--- src/rtl/core/igb_mac.sv ---
// Multiply-accumulate unit: one tap product per cycle, round and saturate.
module igb_mac (
  input  logic        clk,
  input  logic        clear,
  input  logic        tap_valid,
  input  logic [15:0] tap_pixel,
  input  logic [15:0] tap_coef,
  output logic [15:0] result,
  output logic        clamped
);

  logic [31:0] prod;
  logic        prod_valid;
  logic [35:0] acc;
  logic [36:0] rounded;
  logic [20:0] shifted;

  always_ff @(posedge clk) begin
    prod       <= tap_pixel * tap_coef;
    prod_valid <= tap_valid;
    if (clear) begin
      acc <= '0;
    end else if (prod_valid) begin
      acc <= acc + 36'(prod);
    end
  end

  always_comb begin
    rounded = 37'(acc) + 37'd32768;
    shifted = rounded[36:16];
    clamped = (shifted > 21'd65535);
    result  = clamped ? 16'hFFFF : shifted[15:0];
  end

endmodule

--- config.mk ---
export PLATFORM = sky130hd
export DESIGN_NAME = igb_mac
export DESIGN_NICKNAME = d
export VERILOG_FILES = /design/src/rtl/core/igb_mac.sv
export SDC_FILE = /design/constraint.sdc
export NUM_CORES = 1
export LEC_CHECK = 0
export BUFFER_PORTS_ARGS = -buffer_cell sky130_fd_sc_hd__buf_4
export CORE_MARGIN = 3
export CORE_UTILIZATION = 60
export CTS_CLUSTER_DIAMETER = 50
export DETAILED_ROUTE_END_ITERATION = 8
export PLACE_DENSITY = 0.81
export SLEW_MARGIN = 10
export SYNTH_ARGS = -nofsm -noshare
export SYNTH_HDL_FRONTEND = slang
export SYNTH_SLANG_ARGS = --single-unit
--- constraint.sdc ---
create_clock -name clk -period 13.9 [get_ports clk]
set_input_delay 2.085 -clock clk [delete_from_list [all_inputs] [get_ports clk]]
set_output_delay 2.085 -clock clk [all_outputs]
set_load 0.05 [all_outputs]
# After elaboration in Yosys (flattened, before gate mapping)
# Index checks and enable logic that the tools add are counted.
# word_totals
elab_cells	8
in_bits	35
regBits	69
output_inout_bits	17
# op_classes
mul	1
magnitude_cmp	1
n_mux	1
n_addsub	2
# op_table
cell	count
36-bit by 16-bit adder with 37-bit output (second input constant)	1
36-bit by 32-bit adder with 36-bit output	1
16-bit by 16-bit multiplier with 32-bit output	1
21-bit by 16-bit > comparator with 1-bit output (second input constant)	1
16-bit two-way mux	1

# Longest topological paths before layout
# logic_depth
ltp_word	3
depth_mapped	24
mapped_depth_nobuf	23

# Worst setup path before layout
# Ideal clock, no wire load.
# synth_path
path_type	input to register
from	input port tap_pixel[5]
to	register prod[26]
slack_ns	5.900
n_path_buf	1
setup_time_ns	0.123
path_stages	23
arrival_ns	7.877
path_cell_list	clkbuf_1 -> nand2_1 -> fa_1 -> inv_1 -> fa_1 -> inv_1 -> fa_1 -> inv_1 -> fa_1 -> fa_1 -> inv_1 -> fa_1 -> inv_1 -> ha_1 -> and3_4 -> and2_0 -> a221o_1 -> a31o_2 -> a311o_1 -> a21o_1 -> a21oi_2 -> o211ai_2 -> xor2_1
# synth_between
elab_chain_cells	1
# synth_rtl
element	line_no	text
from (decl)	6	input logic [15:0] tap_pixel,
16-bit by 16-bit multiplier with 32-bit output	19	prod <= tap_pixel * tap_coef;
to (signal assigned)	19	
to (decl)	12	logic [31:0] prod;
# No other way between the ends.
# A chain may end at the register's enable or synchronous reset.

# Worst setup path after layout
# layout_path
from	input port tap_coef[6]
to	register prod[26]
# layout_between
elab_chain_cells	1
# layout_rtl
element	line_no	text
from (decl)	7	input logic [15:0] tap_coef,
16-bit by 16-bit multiplier with 32-bit output	19	
# No other way between the ends.

==> results.py <==
metrics = {
    "status": {
        "outcome": "finished clean",
    },
    "global_route": {
        "grt_overflow_total": 0,
        "grt_pass1_wl_um": 46440,
        "top_usage_layer": "met2",
        "grt_util_met1_pct": 36.83,
        "antenna_found_initial": 0,
        "grt_pass1_vias": 9640,
        "met3_usage_pct": 3.513,
        "grtUsageMet2_pct": 41.31,
        "grt_max_degree": 45,
        "grt_use_total_pct": 25.53,
    },
    "cts": {
        "clk_latency_ns": 0.33,
        "clk_pin_slew_ns": 0.06,
        "cts_htree_levels": 3,
        "cts_root_buf": "clkbuf_16",
        "cts_tree": "done",
        "cts_made_buffers": 9,
        "cts_max_path_buffers": 2,
        "hold_buffers": 0,
        "cts_resized": 0,
        "postCtsSetupBuffers": 0,
        "cts_sinks": 69,
    },
    "floorplan": {
        "die-area_um2": 22430,
        "initial_core_util_pct": 62.29,
        "core_um2": 19910,
        "ios": 52,
        "die_y_um": 149.8,
        "fp.dieW_um": 149.8,
        "num_rows": 51,
    },
    "critical_path": {
        "critPathKind": "input port to register",
        "crit_arrival_ns": 8.10,
        "startpoint_type": "input port",
        "critPathRequiredTime_ns": 14.11,
        "crit_path_end_kind": "register",
        "worstPathMaxFanout": 16,
    },
    "routing": {
        "drtPass1Iterations": 4,
        "ant_nets": 0,
        "num_vias": 9512,
        "viasPerCell": 5.537,
        "routedWlPerCell_um": 15.78,
        "wirelength_um": 27110,
        "remaining_drc_errors": 0,
        "drt_iter0_drc": 559,
    },
    "cells_and_area": {
        "drive_gt1_share_pct": 5.919,
        "antennaDiodeCount": 0,
        "fin_util_pct": 66.42,
        "final_cells": 1718,
        "syn2layout_area_growth_pct": 6.618,
        "layout.nets": 1815,
    },
    "job": {
        "maxCapViolCount": 0,
    },
    "synth": {
        "synth_area_um2": 12400,
        "synthArstFlopShare_pct": 0,
        "synthMuxAreaShare_pct": 2.038,
        "syn_nets": 1805,
        "yosysWarnings": 0,
        "synth_compound_area_share_pct": 10.16,
        "yosys.area_share.simple_pct": 17.36,
        "synth_ff_type": "dfxtp_1",
        "synth_xor_area_share_pct": 4.661,
        "syn_avg_cell_area_um2": 8.624,
        "yosys.area_share.adder_pct": 45.30,
        "synth_cell_types": 62,
        "synthCells": 1438,
        "synth_top_family_by_area": "adder cells",
        "ys_ff_latch": 69,
        "ys_seq_area_share_pct": 11.14,
        "synth_edf_count": 0,
    },
    "placed_design": {
        "hpwlAfterDp_um": 22050,
        "numPortBuffers": 51,
        "place_ws_ns": 5.628,
        "finalWeightedCongestion": 0.9284,
        "dp.cells": 1702,
    },
    "timing": {
        "layout_setup_ws_ns": 6.012,
        "rsz0062_at_grt": "false",
        "hold_viol": 0,
        "finClkSkew_ns": 0.005968,
        "fmax_ghz": 0.1268,
        "period_needed_ns": 7.888,
        "setup_tns_ns": 0,
        "setup_violations": 0,
        "slew_headroom_pct": 20.87,
        "slew_violations": 0,
        "worst_slew_pin_slew_ns": 1.184,
        "period_share_pct": 56.75,
    },
    "hold_path": {
        "hold_path_class": "register to register",
    },
}
[worst max-delay path: stages]
cell,delay [ns]
buf_4,0.17
and2_1,0.19
fa_1,0.54
inv_1,0.06
fa_1,0.51
fa_1,0.51
inv_1,0.05
fa_1,0.48
fa_1,0.56
inv_1,0.06
fa_1,0.53
inv_1,0.04
ha_1,0.37
a21oi_1,0.23
nand2_1,0.10
a221o_1,0.35
a31o_2,0.25
a311o_1,0.34
a21o_1,0.19
a21oi_2,0.21
o211ai_2,0.12
xor2_1,0.15
[metrics by stage]
step | hold slack (ns) | area, µm²
final | 0.4845 | 13220
after global placement | 0.4544 | 12920
after floorplan | 0.4446 | 12400
after detailed placement | 0.4836 | 12920
after global routing | 0.5121 | 13220
after CTS | 0.4924 | 13220
[cell families (layout without fill, tap and decap cells)]
| family | after synthesis | in the layout |
|---|---|---|
| and+or+nand+nor | 445 | 445 |
| adders and majority gates | 332 | 332 |
| buffers and inverters | 308 | 323 |
| AOI/OAI and AO/OA | 193 | 193 |
| DFF | 69 | 69 |
| xor gates and xnor gates | 66 | 66 |
| muxes | 25 | 25 |
[cell usage in the layout (no fill, tap or decap), types with 3 or more instances in the layout]
| master | synthesis | final |
|---|---|---|
| a221oi_1 | 3 | 3 |
| o31ai_1 | 5 | 5 |
| inv_1 | 255 | 255 |
| a211o_1 | 3 | 3 |
| fa_1 | 195 | 195 |
| and2_1 | 123 | 123 |
| a21o_1 | 22 | 22 |
| nand4_1 | 8 | 8 |
| nor2b_1 | 4 | 4 |
| a211oi_1 | 8 | 8 |
| o211ai_1 | 8 | 8 |
| nor2_1 | 58 | 58 |
| xor2_1 | 22 | 22 |
| o21bai_1 | 11 | 11 |
| a21oi_1 | 64 | 64 |
| ha_1 | 137 | 137 |
| o21a_1 | 4 | 4 |
| clkbuf_16 | 0 | 9 |
| nand3_1 | 24 | 24 |
| xnor2_1 | 44 | 44 |
| nand2b_1 | 5 | 5 |
| nand2_1 | 193 | 193 |
| o21ai_0 | 34 | 34 |
| and3_1 | 12 | 12 |
| buf_4 | 0 | 52 |
| nor3_1 | 4 | 4 |
| a31oi_1 | 5 | 5 |
| mux2i_1 | 23 | 23 |
| or3_1 | 4 | 4 |
| dfxtp_1 | 69 | 69 |
| clkinv_4 | 0 | 3 |
[final cells by class]
class	instances	area (µm²)
fill	1662	6686
multi-input combinational	1061	9862
clock inverter	7	75.07
clock buffer	9	225.2
inverter	255	957.2
tap	265	331.6
sequential	69	1381
timing repair buffer	52	390.4
[registers in the layout, indices dropped and copies added, names as in the netlist]
register / cells
prod: 32
acc: 36
prod_valid: 1
[final timing paths]
path	to	depth (start not counted)	from	slack, ns
min reg2reg	acc[10]	2	acc[10]	0.48
max reg2reg	acc[32]	12	acc[0]	10.81
min	acc[10]	2	acc[10]	0.48
max	prod[26]	22	tap_coef[6]	6.01
[synthesized netlist by cell type (all sizes together), types with 3 or more instances]
library cell,count,area [µm²]
ha,137,1714
o211ai,10,85.08
nand4,8,50.05
o31ai,6,50.05
dfxtp,69,1381
a31oi,6,43.79
and2,124,775.8
mux2i,23,230.2
and3,15,105.1
a21oi,65,329.1
a211o,3,26.28
nor2,58,217.7
clkbuf,46,172.7
o21a,4,30.03
inv,255,957.2
xnor2,44,385.4
a21boi,3,22.52
nand2b,5,31.28
a211oi,9,72.57
nor3,4,20.02
nor2b,4,25.02
xor2,22,192.7
fa,195,3904
a21o,23,173.9
buf,7,28.78
o21ai,34,170.2
a221oi,3,26.28
or3,4,25.02
nand3,24,120.1
o21bai,11,82.58
nand2,193,724.4
[routing by layer]
layer | vias to the layer above | share of wire, %
met4 | 0 | 1.4
met1 | 4556 | 45
met3 | 33 | 7.3
met2 | 368 | 46
li1 | 4555 | -
met5 | - | 0
Power is not shown: default switching activity piles up to over one toggle a cycle in this logic, so the estimate is an artifact.
